`src/rtl/keyed_priority_task_queue_top_macros.svh`:
```
// Assertion macros shared by the task queue RTL.
`ifndef KEYED_PRIORITY_TASK_QUEUE_TOP_MACROS_SVH
`define KEYED_PRIORITY_TASK_QUEUE_TOP_MACROS_SVH

// Same-cycle implication, disabled while reset is asserted.
`define KPTQ_ASSERT_IMPL(label, clk, rst_n, ante, cons, msg) \
  label: assert property (@(posedge clk) disable iff (!rst_n) (ante) |-> (cons)) \
    else $error(msg);

// Next-cycle implication, disabled while reset is asserted.
`define KPTQ_ASSERT_NEXT(label, clk, rst_n, ante, cons, msg) \
  label: assert property (@(posedge clk) disable iff (!rst_n) (ante) |=> (cons)) \
    else $error(msg);

`endif

```
`src/rtl/kptq_pkg.sv`:
```
// Types, codes and constants shared by the task queue modules.
package kptq_pkg;

  // Default sizing
  localparam int CAPACITY_DEF = 16;
  localparam int KEY_BITS_DEF = 32;

  // Field widths on the stream ports
  localparam int OP_W     = 3;
  localparam int KEY_IN_W = 32;
  localparam int PRIO_W   = 4;
  localparam int ST_W     = 3;
  localparam int AHEAD_W  = 4;
  localparam int S_DATA_W = ((KEY_IN_W + PRIO_W + 7) / 8) * 8;
  localparam int M_DATA_W = KEY_IN_W + PRIO_W + AHEAD_W;

  // Legal priority range
  localparam logic [PRIO_W-1:0] PRIO_MIN = 4'd1;
  localparam logic [PRIO_W-1:0] PRIO_MAX = 4'd10;

  typedef enum logic [OP_W-1:0] {
    OP_INSERT = 3'd0,
    OP_FIND   = 3'd1,
    OP_EXEC   = 3'd2,
    OP_CANCEL = 3'd3,
    OP_LIST   = 3'd4,
    OP_CHANGE = 3'd5
  } op_e;

  typedef enum logic [ST_W-1:0] {
    ST_OK      = 3'd0,
    ST_DUP     = 3'd1,
    ST_MISSING = 3'd2,
    ST_EMPTY   = 3'd3,
    ST_FULL    = 3'd4,
    ST_BADPRIO = 3'd5
  } status_e;

  // Read address relative to the entry index
  typedef enum logic [1:0] {
    RD_IDX  = 2'd0,
    RD_NEXT = 2'd1,
    RD_PREV = 2'd2
  } rd_sel_e;

  // Write source: the entry just read, or the new task
  typedef enum logic {
    WR_MOVE = 1'b0,
    WR_NEW  = 1'b1
  } wr_sel_e;

  typedef enum logic [2:0] {
    IDX_HOLD = 3'd0,
    IDX_ZERO = 3'd1,
    IDX_INC  = 3'd2,
    IDX_DEC  = 3'd3,
    IDX_OCC  = 3'd4
  } idx_op_e;

  // What goes into the output word
  typedef enum logic [1:0] {
    EM_PLAIN = 2'd0,
    EM_FIND  = 2'd1,
    EM_HEAD  = 2'd2,
    EM_PEND  = 2'd3
  } emit_kind_e;

  // Controller to datapath
  typedef struct packed {
    logic       load;
    logic       rd;
    rd_sel_e    rd_sel;
    logic       wr;
    wr_sel_e    wr_sel;
    idx_op_e    idx_op;
    logic       occ_inc;
    logic       occ_dec;
    logic       pend_set;
    logic       pend_clr;
    logic       emit;
    emit_kind_e emit_kind;
    status_e    emit_status;
    logic       emit_last;
  } cmd_t;

  // Datapath to controller
  typedef struct packed {
    op_e  op;
    logic occ_zero;
    logic occ_full;
    logic idx_end;
    logic idx_zero;
    logic idx_last;
    logic key_eq;
    logic prio_eq;
    logic prio_lt;
    logic prio_ok;
    logic pend_v;
    logic out_free;
  } sts_t;

endpackage

```
`src/rtl/kptq_ram.sv`:
```
// Generic single-write, single-read RAM with registered read data.
module kptq_ram #(
  parameter int WIDTH = 36,
  parameter int DEPTH = 16
) (
  input  logic                     clk_i,
  input  logic                     we_i,
  input  logic [$clog2(DEPTH)-1:0] waddr_i,
  input  logic [WIDTH-1:0]         wdata_i,
  input  logic                     re_i,
  input  logic [$clog2(DEPTH)-1:0] raddr_i,
  output logic [WIDTH-1:0]         rdata_o
);

  logic [WIDTH-1:0] mem_q [DEPTH];
  logic [WIDTH-1:0] rdata_q;

  // Write port, and read port that holds its data until the next read
  always_ff @(posedge clk_i) begin
    if (we_i) begin
      mem_q[waddr_i] <= wdata_i;
    end
    if (re_i) begin
      rdata_q <= mem_q[raddr_i];
    end
  end

  assign rdata_o = rdata_q;

endmodule

```
`src/rtl/kptq_datapath.sv`:
```
// Task store, index and occupancy counters, list buffer and output word register.
`include "keyed_priority_task_queue_top_macros.svh"

module kptq_datapath #(
  parameter int CAPACITY = kptq_pkg::CAPACITY_DEF,
  parameter int KEY_BITS = kptq_pkg::KEY_BITS_DEF
) (
  input  logic                          clk_i,
  input  logic                          rst_ni,
  input  logic [kptq_pkg::OP_W-1:0]     in_op_i,
  input  logic [kptq_pkg::KEY_IN_W-1:0] in_key_i,
  input  logic [kptq_pkg::PRIO_W-1:0]   in_prio_i,
  input  kptq_pkg::cmd_t                cmd_i,
  output kptq_pkg::sts_t                sts_o,
  input  logic                          out_ready_i,
  output logic                          out_valid_o,
  output logic [kptq_pkg::ST_W-1:0]     out_status_o,
  output logic [kptq_pkg::KEY_IN_W-1:0] out_key_o,
  output logic [kptq_pkg::PRIO_W-1:0]   out_prio_o,
  output logic [kptq_pkg::AHEAD_W-1:0]  out_ahead_o,
  output logic                          out_last_o
);

  localparam int IW  = $clog2(CAPACITY);
  localparam int OW  = $clog2(CAPACITY + 1);
  localparam int PW  = kptq_pkg::PRIO_W;
  localparam int EW  = KEY_BITS + PW;
  localparam int KOW = kptq_pkg::KEY_IN_W;
  localparam int AW  = kptq_pkg::AHEAD_W;

  // Latched operation
  kptq_pkg::op_e     op_q;
  logic [KEY_BITS-1:0] key_q;
  logic [PW-1:0]       prio_q;

  // Counters
  logic [OW-1:0] idx_q, idx_d;
  logic [OW-1:0] occ_q, occ_d;

  // Pending list match
  logic                pend_v_q;
  logic [KEY_BITS-1:0] pend_key_q;

  // Store ports
  logic [OW-1:0]       rd_ptr;
  logic [EW-1:0]       wdata;
  logic [EW-1:0]       rdata;
  logic [KEY_BITS-1:0] rd_key;
  logic [PW-1:0]       rd_prio;
  logic [OW:0]         idx_plus1;

  // Output word
  logic                out_valid_q;
  logic [kptq_pkg::ST_W-1:0] out_status_q, em_status;
  logic [KOW-1:0]      out_key_q, em_key;
  logic [PW-1:0]       out_prio_q, em_prio;
  logic [AW-1:0]       out_ahead_q, em_ahead;
  logic                out_last_q;

  // Capture the operation
  always_ff @(posedge clk_i) begin
    if (cmd_i.load) begin
      op_q   <= kptq_pkg::op_e'(in_op_i);
      key_q  <= KEY_BITS'(in_key_i);
      prio_q <= in_prio_i;
    end
  end

  // Select read address
  always_comb begin
    unique case (cmd_i.rd_sel)
      kptq_pkg::RD_NEXT: rd_ptr = idx_q + OW'(1);
      kptq_pkg::RD_PREV: rd_ptr = idx_q - OW'(1);
      default:           rd_ptr = idx_q;
    endcase
  end

  assign wdata   = (cmd_i.wr_sel == kptq_pkg::WR_NEW) ? {key_q, prio_q} : rdata;
  assign rd_key  = rdata[EW-1:PW];
  assign rd_prio = rdata[PW-1:0];

  kptq_ram #(
    .WIDTH (EW),
    .DEPTH (CAPACITY)
  ) u_store (
    .clk_i   (clk_i),
    .we_i    (cmd_i.wr),
    .waddr_i (idx_q[IW-1:0]),
    .wdata_i (wdata),
    .re_i    (cmd_i.rd),
    .raddr_i (rd_ptr[IW-1:0]),
    .rdata_o (rdata)
  );

  // Advance the entry index and occupancy
  always_comb begin
    unique case (cmd_i.idx_op)
      kptq_pkg::IDX_ZERO: idx_d = '0;
      kptq_pkg::IDX_INC:  idx_d = idx_q + OW'(1);
      kptq_pkg::IDX_DEC:  idx_d = idx_q - OW'(1);
      kptq_pkg::IDX_OCC:  idx_d = occ_q;
      default:            idx_d = idx_q;
    endcase
    occ_d = occ_q;
    if (cmd_i.occ_inc) begin
      occ_d = occ_q + OW'(1);
    end else if (cmd_i.occ_dec) begin
      occ_d = occ_q - OW'(1);
    end
  end

  always_ff @(posedge clk_i or negedge rst_ni) begin
    if (!rst_ni) begin
      idx_q    <= '0;
      occ_q    <= '0;
      pend_v_q <= 1'b0;
    end else begin
      idx_q <= idx_d;
      occ_q <= occ_d;
      if (cmd_i.pend_set) begin
        pend_v_q <= 1'b1;
      end else if (cmd_i.pend_clr) begin
        pend_v_q <= 1'b0;
      end
    end
  end

  always_ff @(posedge clk_i) begin
    if (cmd_i.pend_set) begin
      pend_key_q <= rd_key;
    end
  end

  // Status toward the controller
  assign idx_plus1 = {1'b0, idx_q} + (OW + 1)'(1);

  assign sts_o.op       = op_q;
  assign sts_o.occ_zero = (occ_q == '0);
  assign sts_o.occ_full = (occ_q == OW'(CAPACITY));
  assign sts_o.idx_end  = (idx_q == occ_q);
  assign sts_o.idx_zero = (idx_q == '0);
  assign sts_o.idx_last = (idx_plus1 >= {1'b0, occ_q});
  assign sts_o.key_eq   = (rd_key == key_q);
  assign sts_o.prio_eq  = (rd_prio == prio_q);
  assign sts_o.prio_lt  = (rd_prio < prio_q);
  assign sts_o.prio_ok  = (prio_q >= kptq_pkg::PRIO_MIN) && (prio_q <= kptq_pkg::PRIO_MAX);
  assign sts_o.pend_v   = pend_v_q;
  assign sts_o.out_free = !out_valid_q || out_ready_i;

  // Build the output word
  always_comb begin
    em_status = cmd_i.emit_status;
    em_key    = '0;
    em_prio   = '0;
    em_ahead  = '0;
    unique case (cmd_i.emit_kind)
      kptq_pkg::EM_FIND: begin
        em_status = kptq_pkg::ST_OK;
        em_ahead  = AW'(idx_q);
      end
      kptq_pkg::EM_HEAD: begin
        em_status = kptq_pkg::ST_OK;
        em_key    = KOW'(rd_key);
        em_prio   = rd_prio;
      end
      kptq_pkg::EM_PEND: begin
        em_status = kptq_pkg::ST_OK;
        em_key    = KOW'(pend_key_q);
        em_prio   = prio_q;
      end
      default: begin
      end
    endcase
  end

  // Hold the word until it is taken
  always_ff @(posedge clk_i or negedge rst_ni) begin
    if (!rst_ni) begin
      out_valid_q <= 1'b0;
    end else if (cmd_i.emit) begin
      out_valid_q <= 1'b1;
    end else if (out_ready_i) begin
      out_valid_q <= 1'b0;
    end
  end

  always_ff @(posedge clk_i) begin
    if (cmd_i.emit) begin
      out_status_q <= em_status;
      out_key_q    <= em_key;
      out_prio_q   <= em_prio;
      out_ahead_q  <= em_ahead;
      out_last_q   <= cmd_i.emit_last;
    end
  end

  assign out_valid_o  = out_valid_q;
  assign out_status_o = out_status_q;
  assign out_key_o    = out_key_q;
  assign out_prio_o   = out_prio_q;
  assign out_ahead_o  = out_ahead_q;
  assign out_last_o   = out_last_q;

  `KPTQ_ASSERT_IMPL(a_occ_bound, clk_i, rst_ni, 1'b1, occ_q <= OW'(CAPACITY), "occupancy above capacity")
  `KPTQ_ASSERT_IMPL(a_wr_in_range, clk_i, rst_ni, cmd_i.wr, idx_q < OW'(CAPACITY), "store write out of range")
  `KPTQ_ASSERT_NEXT(a_occ_inc, clk_i, rst_ni, cmd_i.occ_inc, occ_q == $past(occ_q) + OW'(1), "occupancy step lost")

endmodule

```
`src/rtl/kptq_ctrl.sv`:
```
// Operation sequencer: scans, shifts and result ordering for the task queue.
`include "keyed_priority_task_queue_top_macros.svh"

module kptq_ctrl (
  input  logic           clk_i,
  input  logic           rst_ni,
  input  logic           in_valid_i,
  output logic           in_ready_o,
  input  kptq_pkg::sts_t sts_i,
  output kptq_pkg::cmd_t cmd_o
);

  localparam logic [3:0] S_IDLE     = 4'd0;
  localparam logic [3:0] S_DISPATCH = 4'd1;
  localparam logic [3:0] S_LOC_RD   = 4'd2;
  localparam logic [3:0] S_LOC_EV   = 4'd3;
  localparam logic [3:0] S_REM_RD   = 4'd4;
  localparam logic [3:0] S_REM_WR   = 4'd5;
  localparam logic [3:0] S_INS_CHK  = 4'd6;
  localparam logic [3:0] S_INS_RD   = 4'd7;
  localparam logic [3:0] S_INS_EV   = 4'd8;
  localparam logic [3:0] S_EXE_EV   = 4'd9;
  localparam logic [3:0] S_LST_RD   = 4'd10;
  localparam logic [3:0] S_LST_EV   = 4'd11;
  localparam logic [3:0] S_LST_FIN  = 4'd12;
  localparam logic [3:0] S_EMIT     = 4'd13;

  logic [3:0] state_q, state_d;
  kptq_pkg::emit_kind_e kind_q, kind_d;
  kptq_pkg::status_e    code_q, code_d;

  assign in_ready_o = (state_q == S_IDLE);

  always_comb begin
    cmd_o   = '0;
    state_d = state_q;
    kind_d  = kind_q;
    code_d  = code_q;
    unique case (state_q)
      // Latch the word and reset the scan
      S_IDLE: begin
        if (in_valid_i) begin
          cmd_o.load     = 1'b1;
          cmd_o.idx_op   = kptq_pkg::IDX_ZERO;
          cmd_o.pend_clr = 1'b1;
          state_d        = S_DISPATCH;
        end
      end
      // Early rejects, then pick the first pass
      S_DISPATCH: begin
        kind_d = kptq_pkg::EM_PLAIN;
        unique case (sts_i.op)
          kptq_pkg::OP_INSERT, kptq_pkg::OP_CHANGE: begin
            if (!sts_i.prio_ok) begin
              code_d  = kptq_pkg::ST_BADPRIO;
              state_d = S_EMIT;
            end else begin
              state_d = S_LOC_RD;
            end
          end
          kptq_pkg::OP_FIND, kptq_pkg::OP_CANCEL: begin
            if (sts_i.occ_zero) begin
              code_d  = kptq_pkg::ST_EMPTY;
              state_d = S_EMIT;
            end else begin
              state_d = S_LOC_RD;
            end
          end
          kptq_pkg::OP_EXEC: begin
            if (sts_i.occ_zero) begin
              code_d  = kptq_pkg::ST_EMPTY;
              state_d = S_EMIT;
            end else begin
              cmd_o.rd     = 1'b1;
              cmd_o.rd_sel = kptq_pkg::RD_IDX;
              state_d      = S_EXE_EV;
            end
          end
          kptq_pkg::OP_LIST: begin
            if (sts_i.occ_zero) begin
              code_d  = kptq_pkg::ST_EMPTY;
              state_d = S_EMIT;
            end else begin
              state_d = S_LST_RD;
            end
          end
          default: state_d = S_IDLE;
        endcase
      end
      // Search the key from the head: read an entry, then check it
      S_LOC_RD: begin
        if (sts_i.idx_end) begin
          if (sts_i.op == kptq_pkg::OP_INSERT || sts_i.op == kptq_pkg::OP_CHANGE) begin
            state_d = S_INS_CHK;
          end else begin
            kind_d  = kptq_pkg::EM_PLAIN;
            code_d  = kptq_pkg::ST_MISSING;
            state_d = S_EMIT;
          end
        end else begin
          cmd_o.rd     = 1'b1;
          cmd_o.rd_sel = kptq_pkg::RD_IDX;
          state_d      = S_LOC_EV;
        end
      end
      S_LOC_EV: begin
        if (sts_i.key_eq) begin
          if (sts_i.op == kptq_pkg::OP_FIND) begin
            kind_d  = kptq_pkg::EM_FIND;
            code_d  = kptq_pkg::ST_OK;
            state_d = S_EMIT;
          end else if (sts_i.op == kptq_pkg::OP_INSERT) begin
            kind_d  = kptq_pkg::EM_PLAIN;
            code_d  = kptq_pkg::ST_DUP;
            state_d = S_EMIT;
          end else begin
            state_d = S_REM_RD;
          end
        end else begin
          cmd_o.idx_op = kptq_pkg::IDX_INC;
          state_d      = S_LOC_RD;
        end
      end
      // Close the gap: move each later entry down by one
      S_REM_RD: begin
        if (sts_i.idx_last) begin
          cmd_o.occ_dec = 1'b1;
          if (sts_i.op == kptq_pkg::OP_CANCEL) begin
            kind_d  = kptq_pkg::EM_PLAIN;
            code_d  = kptq_pkg::ST_OK;
            state_d = S_EMIT;
          end else if (sts_i.op == kptq_pkg::OP_CHANGE) begin
            state_d = S_INS_CHK;
          end else begin
            state_d = S_IDLE;
          end
        end else begin
          cmd_o.rd     = 1'b1;
          cmd_o.rd_sel = kptq_pkg::RD_NEXT;
          state_d      = S_REM_WR;
        end
      end
      S_REM_WR: begin
        cmd_o.wr     = 1'b1;
        cmd_o.wr_sel = kptq_pkg::WR_MOVE;
        cmd_o.idx_op = kptq_pkg::IDX_INC;
        state_d      = S_REM_RD;
      end
      // Full check, then walk up from the tail
      S_INS_CHK: begin
        if (sts_i.occ_full) begin
          kind_d  = kptq_pkg::EM_PLAIN;
          code_d  = kptq_pkg::ST_FULL;
          state_d = S_EMIT;
        end else begin
          cmd_o.idx_op = kptq_pkg::IDX_OCC;
          state_d      = S_INS_RD;
        end
      end
      S_INS_RD: begin
        if (sts_i.idx_zero) begin
          cmd_o.wr      = 1'b1;
          cmd_o.wr_sel  = kptq_pkg::WR_NEW;
          cmd_o.occ_inc = 1'b1;
          kind_d        = kptq_pkg::EM_PLAIN;
          code_d        = kptq_pkg::ST_OK;
          state_d       = S_EMIT;
        end else begin
          cmd_o.rd     = 1'b1;
          cmd_o.rd_sel = kptq_pkg::RD_PREV;
          state_d      = S_INS_EV;
        end
      end
      // Stop behind an entry of equal or higher priority
      S_INS_EV: begin
        cmd_o.wr = 1'b1;
        if (!sts_i.prio_lt) begin
          cmd_o.wr_sel  = kptq_pkg::WR_NEW;
          cmd_o.occ_inc = 1'b1;
          kind_d        = kptq_pkg::EM_PLAIN;
          code_d        = kptq_pkg::ST_OK;
          state_d       = S_EMIT;
        end else begin
          cmd_o.wr_sel = kptq_pkg::WR_MOVE;
          cmd_o.idx_op = kptq_pkg::IDX_DEC;
          state_d      = S_INS_RD;
        end
      end
      // Send the head, then remove it
      S_EXE_EV: begin
        if (sts_i.out_free) begin
          cmd_o.emit      = 1'b1;
          cmd_o.emit_kind = kptq_pkg::EM_HEAD;
          cmd_o.emit_last = 1'b1;
          state_d         = S_REM_RD;
        end
      end
      // List: one match is held back so the final word can carry last
      S_LST_RD: begin
        if (sts_i.idx_end) begin
          state_d = S_LST_FIN;
        end else begin
          cmd_o.rd     = 1'b1;
          cmd_o.rd_sel = kptq_pkg::RD_IDX;
          state_d      = S_LST_EV;
        end
      end
      S_LST_EV: begin
        if (sts_i.prio_eq) begin
          if (!sts_i.pend_v || sts_i.out_free) begin
            cmd_o.emit      = sts_i.pend_v;
            cmd_o.emit_kind = kptq_pkg::EM_PEND;
            cmd_o.pend_set  = 1'b1;
            cmd_o.idx_op    = kptq_pkg::IDX_INC;
            state_d         = S_LST_RD;
          end
        end else if (sts_i.prio_lt) begin
          state_d = S_LST_FIN;
        end else begin
          cmd_o.idx_op = kptq_pkg::IDX_INC;
          state_d      = S_LST_RD;
        end
      end
      S_LST_FIN: begin
        if (sts_i.out_free) begin
          cmd_o.emit        = 1'b1;
          cmd_o.emit_last   = 1'b1;
          cmd_o.emit_kind   = sts_i.pend_v ? kptq_pkg::EM_PEND : kptq_pkg::EM_PLAIN;
          cmd_o.emit_status = kptq_pkg::ST_MISSING;
          state_d           = S_IDLE;
        end
      end
      // Single closing word
      S_EMIT: begin
        if (sts_i.out_free) begin
          cmd_o.emit        = 1'b1;
          cmd_o.emit_last   = 1'b1;
          cmd_o.emit_kind   = kind_q;
          cmd_o.emit_status = code_q;
          state_d           = S_IDLE;
        end
      end
      default: state_d = S_IDLE;
    endcase
  end

  always_ff @(posedge clk_i or negedge rst_ni) begin
    if (!rst_ni) begin
      state_q <= S_IDLE;
      kind_q  <= kptq_pkg::EM_PLAIN;
      code_q  <= kptq_pkg::ST_OK;
    end else begin
      state_q <= state_d;
      kind_q  <= kind_d;
      code_q  <= code_d;
    end
  end

  `KPTQ_ASSERT_NEXT(a_load_dispatch, clk_i, rst_ni, in_valid_i && in_ready_o, state_q == S_DISPATCH, "accepted word not dispatched")
  `KPTQ_ASSERT_IMPL(a_emit_free, clk_i, rst_ni, cmd_o.emit, sts_i.out_free, "output word overwritten")
  `KPTQ_ASSERT_IMPL(a_one_occ_step, clk_i, rst_ni, cmd_o.occ_inc, !cmd_o.occ_dec && cmd_o.wr, "insert without store write")

endmodule

```
`src/rtl/keyed_priority_task_queue_top.sv`:
```
// Top level of the keyed priority task queue: stream ports, sequencer and datapath.
// A search or a list walks the entries from the head; a removal or an insert moves the
// entries behind the slot one at a time. One request word is handled at a time: the next
// is taken only once the last one is done, output stalls included. Each entry step is a read
// state and a check or write state; the store's one read port has registered read data.
// Reset: occupancy clears at once and no clearing pass runs; the store starts unwritten.
module keyed_priority_task_queue_top #(
  parameter int CAPACITY = kptq_pkg::CAPACITY_DEF,
  parameter int KEY_BITS = kptq_pkg::KEY_BITS_DEF
) (
  input  logic                          clk_i,
  input  logic                          rst_ni,
  input  logic                          s_axis_tvalid,
  output logic                          s_axis_tready,
  // task_key [31:0], priority_req [35:32], zero pad [39:36]
  input  logic [kptq_pkg::S_DATA_W-1:0] s_axis_tdata,
  // operation [2:0]
  input  logic [kptq_pkg::OP_W-1:0]     s_axis_tuser,
  output logic                          m_axis_tvalid,
  input  logic                          m_axis_tready,
  // out_key [31:0], out_priority [35:32], ahead_count [39:36]
  output logic [kptq_pkg::M_DATA_W-1:0] m_axis_tdata,
  // status [2:0]
  output logic [kptq_pkg::ST_W-1:0]     m_axis_tuser,
  output logic                          m_axis_tlast
);

  localparam int KW = kptq_pkg::KEY_IN_W;
  localparam int PW = kptq_pkg::PRIO_W;

  kptq_pkg::cmd_t cmd;
  kptq_pkg::sts_t sts;

  logic [KW-1:0]                  out_key;
  logic [PW-1:0]                  out_prio;
  logic [kptq_pkg::AHEAD_W-1:0]   out_ahead;

  kptq_ctrl u_ctrl (
    .clk_i      (clk_i),
    .rst_ni     (rst_ni),
    .in_valid_i (s_axis_tvalid),
    .in_ready_o (s_axis_tready),
    .sts_i      (sts),
    .cmd_o      (cmd)
  );

  kptq_datapath #(
    .CAPACITY (CAPACITY),
    .KEY_BITS (KEY_BITS)
  ) u_datapath (
    .clk_i        (clk_i),
    .rst_ni       (rst_ni),
    .in_op_i      (s_axis_tuser),
    .in_key_i     (s_axis_tdata[KW-1:0]),
    .in_prio_i    (s_axis_tdata[KW +: PW]),
    .cmd_i        (cmd),
    .sts_o        (sts),
    .out_ready_i  (m_axis_tready),
    .out_valid_o  (m_axis_tvalid),
    .out_status_o (m_axis_tuser),
    .out_key_o    (out_key),
    .out_prio_o   (out_prio),
    .out_ahead_o  (out_ahead),
    .out_last_o   (m_axis_tlast)
  );

  // Pack the result word
  assign m_axis_tdata = {out_ahead, out_prio, out_key};

endmodule

```
`config.mk`:
```
export PLATFORM = sky130hd
export DESIGN_NAME = keyed_priority_task_queue_top
export DESIGN_NICKNAME = d
export VERILOG_FILES = /design/src/rtl/kptq_pkg.sv /design/src/rtl/kptq_ram.sv /design/src/rtl/kptq_datapath.sv /design/src/rtl/kptq_ctrl.sv /design/src/rtl/keyed_priority_task_queue_top.sv
export VERILOG_INCLUDE_DIRS = /design/src /design/src/rtl
export SDC_FILE = /design/constraint.sdc
export NUM_CORES = 1
export LEC_CHECK = 0
export BUFFER_PORTS_ARGS = -buffer_cell sky130_fd_sc_hd__buf_4
export CAP_MARGIN = 0
export CORE_MARGIN = 3
export CORE_UTILIZATION = 30
export CTS_BUF_LIST = sky130_fd_sc_hd__clkbuf_4 sky130_fd_sc_hd__clkbuf_8
export DETAILED_ROUTE_END_ITERATION = 8
export PLACE_DENSITY_LB_ADDON = 0.25
export SYNTH_ARGS = -nofsm -noshare
export SYNTH_HDL_FRONTEND = slang
export SYNTH_SLANG_ARGS = --single-unit
```
`constraint.sdc`:
```
create_clock -name clk_i -period 15.01 [get_ports clk_i]
set_input_delay 3.7525 -clock clk_i [delete_from_list [all_inputs] [get_ports clk_i]]
set_output_delay 3.7525 -clock clk_i [all_outputs]
set_load 0.005 [all_outputs]
```
==> flow_summary_export.csv <==
group,metric,value,unit
status,status,"finished, final reports clean",
synth,synth_top_family_by_area,"multiplexers",
clocking,cts_setup_buffers,0,
timing,clock.fmax,152,MHz
worst_setup_path,crit_required,15.50,ns
timing,fin_crit_sh,43.8,%
die,die_x,322,microns
clocking,cts_tree,"yes",
timing,layout_min_cycle_time,6.58,ns
hold_path,min-delay-start,"u_ctrl.code_q[0]$_DFFE_PN0P_",
synth,synth_compound_area_share,4.89,%
synth,synthArstFlopShare,2.68,%
layout,area_delta_synth_final,15.8,%
synth,synth_fp_nets,1635,
timing,tightest_slew,1.18,ns
pwr,p_sw,2.33,mW
timing,rsz0062_at_grt,"false",
drt,route.detailed.drc,0,
die,dieArea,0.104,sq mm
place,gp_congestion,0.852,
drt,viasPerCell,5.03,
drt,drt-initial-drc-count,1500,
worst_setup_path,crit_arrival,7.07,ns
worst_setup_path,critPathKind,"register to register",
synth,synthMuxAreaShare,12.3,%
global_routing,grt_max_degree,102,
clocking,ctsHoldBuffers,0,
drt,drt_first_pass_iters,5,
pwr,leakagePower,11.1,nW
die,pin_count,93,
pwr,p_per_area,203,mW/mm^2
pwr,intPower,4.70,mW
drt,num_vias,15663,
worst_setup_path,end_kind,"register",
timing,finalSetupTns,0,ns
clocking,cts_resized,0,
pwr,combPwrFrac,30.8,%
global_routing,track_usage,14.8,%
synth,ys_ff_latch,747,
global_routing,grt_overflow,0,
synth,syn_area,0.0299,sq mm
hold_path,whs_path_depth,1,
die,initial_core_util,30.3,%
clocking,clock_path_buffers,3,
layout,drive_gt1_share,29.0,%
synth,synth_top_area_cell,"edfxtp_1",
drt,routedWlPerCell,24.4,microns
worst_setup_path,cp_max_fo,61,
drt,routed_wl,76100,microns
clocking,clk_pin_slew,0.06,ns
place,placed_area,0.0321,sq mm
clocking,cts_sinks,747,
timing,final_max_slew_viol_count,0,
synth,synth.area.top_cells,"edfxtp_1, mux4_2, dfrtp_1, nand2_1, mux2_2",
global_routing,grt_pass1_vias,16678,
synth,synth_top_area_share,73.0,%
worst_setup_path,start_kind,"register",
hold_path,hp-class,"register to register",
pwr,p_total,7.03,mW
synth,yosys.area_share.simple,4.41,%
timing,setup_viol,0,
pwr,seq_power_share,43.5,%
pwr,ir_drop,0.154,mV
clocking,ctsRootBufferMaster,"clkbuf_8",
die,std_cell_rows,115,
synth,synth_xor_area_share,1.32,%
layout,fillCellCount,9181,
die,core-area,0.0986,sq mm
clocking,numCtsBuffers,130,
synth,synthFlopType,"edfxtp_1",
place,post-dp-hpwl,38400,microns
timing,slew_headroom,21.4,%
synth,yosys_warnings,0,
pwr,clkPwrFrac,25.7,%
timing,clock-skew-final,0.0365,ns
synth,avgSynthCellArea,19.1,sq um
layout,final_area,0.0346,sq mm
global_routing,antenna_found_initial,2,
synth,yosys-top-cells-count,"edfxtp_1, mux4_2, nand2_1, and2_1, a31oi_1",
worst_setup_path,rr_startpoint,"u_datapath.idx_q[0]$_DFFE_PN0P_",
worst_setup_path,cp-startpoint,"u_datapath.idx_q[0]$_DFFE_PN0P_",
synth,yosysMostFrequentCell,"edfxtp_1",
layout,nNetsFinal,1798,
synth,synth-seq-area-share,74.7,%
worst_setup_path,worst-r2r-cell-count,16,
die,fp.dieH,322,microns
run,drv_cap,0,
synth,synth-adder-area-share,0.820,%
synth,synth-edff-count,727,
synth,synth_cells,1569,
synth,ys_types,62,
clocking,clock_latency,0.77,ns
pwr,netSwitchingFraction,33.1,%
place,port_buffers,88,
clocking,htreeDepth,4,
timing,timing_hold_violations_final,0,
drt,ant_nets,0,
global_routing,grt_pass1_wl,111000,microns
[per-layer routing]
layer  wire, microns  GRT usage, %  up-vias
li1                -             -     6754
met1           32300          19.2     8224
met2           37100          24.3      544
met3            4640          3.18      141
met4            2030          5.72        0
met5               0             0        -
[power by group through the flow]
| stage | logic, mW | registers [mW] | clock network (mW) |
|---|---|---|---|
| global placement | 2.16 | 3.08 | 0 |
| detailed placement | 2.20 | 3.09 | 0 |
| finish | 2.17 | 3.06 | 1.81 |
| floorplan | 1.56 | 3.01 | 0 |
| global route | 2.37 | 3.08 | 1.96 |
| CTS | 2.20 | 3.05 | 1.86 |
[worst paths after layout]
kind,endpoint,slack (ns)
setup / recovery,u_datapath.u_store.rdata_o[18]$_DFFE_PP_,8.43
hold / removal,u_ctrl.code_q[0]$_DFFE_PN0P_,0.51
setup reg to reg,u_datapath.u_store.rdata_o[18]$_DFFE_PP_,8.43
hold reg to reg,u_ctrl.code_q[0]$_DFFE_PN0P_,0.51
max in group asynchronous,u_datapath.occ_q[2]$_DFFE_PN0P_,11.89
min in group asynchronous,u_datapath.idx_q[1]$_DFFE_PN0P_,2.88
[cells in the final DEF, fill, tap and decap left out, types with 11 or more instances in the layout]
cell | Yosys | final
clkinv_1 | 0 | 29
inv_1 | 19 | 18
a211oi_1 | 39 | 39
ha_1 | 18 | 18
nor2_1 | 29 | 28
nand2_1 | 109 | 108
edfxtp_1 | 727 | 727
a31oi_1 | 41 | 41
and2_4 | 0 | 11
a22o_1 | 37 | 37
nor4_1 | 20 | 18
nand3_1 | 11 | 11
clkbuf_8 | 0 | 134
mux2_2 | 34 | 34
mux4_2 | 144 | 144
dfrtp_1 | 20 | 20
nor3_1 | 13 | 13
and2_1 | 55 | 41
clkbuf_4 | 0 | 41
xor2_1 | 37 | 37
o21ai_0 | 22 | 22
a21oi_1 | 28 | 26
buf_4 | 13 | 109
[worst max-delay path: stages (launching register included)]
cell and delay [ns]:
dfrtp_1 0.53, inv_1 0.21, ha_1 0.43, ha_1 0.31
a2111oi_0 0.52, o2111ai_1 0.35, inv_2 0.18, ha_1 0.38
nor2_1 0.13, o21ai_0 0.14, nand2_4 0.48, buf_4 0.73
buf_4 0.90, mux4_2 0.41, and2_1 0.17, a211oi_1 0.28
a31oi_1 0.08
[metrics by stage]
step	hold WS (ns)	setup slack, ns	std cells	util, %
after detailed placement	0.505	8.37	2887	32.6
after global routing	0.530	7.88	3116	35.1
after global placement	0.496	8.37	2887	32.6
after floorplan	0.473	9.11	1569	-
after CTS	0.520	8.37	3115	35.1
final	0.508	8.43	3117	35.1
[layout make-up]
| cell class | instances | area (sq um) | area share [%] |
|---|---|---|---|
| well taps | 1287 | 1610 | 4.65 |
| clock buffers | 175 | 2150 | 6.21 |
| multi-input cells | 720 | 7250 | 20.9 |
| inverters | 23 | 86.3 | 0.249 |
| diodes | 2 | 5.00 | 0.0145 |
| repair buffers | 110 | 838 | 2.42 |
| clock inverters | 53 | 353 | 1.02 |
| flip-flops and latches | 747 | 22300 | 64.5 |
[cell families after synthesis]
| group | after synthesis |
|---|---|
| compound gates | 207 |
| xor+xnor | 45 |
| fa+ha+maj | 19 |
| simple gates | 266 |
| buf+inv | 102 |
| mux | 183 |
| flops | 747 |
[registers in the layout (all words and copies together), names as in the netlist, 4 cells and up]
name / count
u_datapath.out_ahead_o: 4
u_datapath.u_store.rdata_o: 36
u_datapath.pend_key_q: 32
u_datapath.occ_q: 5
u_datapath.u_store.mem_q: 576
u_ctrl.state_q: 4
u_datapath.out_key_o: 32
u_datapath.out_prio_o: 4
u_datapath.idx_q: 5
u_datapath.key_q: 32
u_datapath.prio_q: 4
Note: power is estimated with default switching activity, not from simulation.
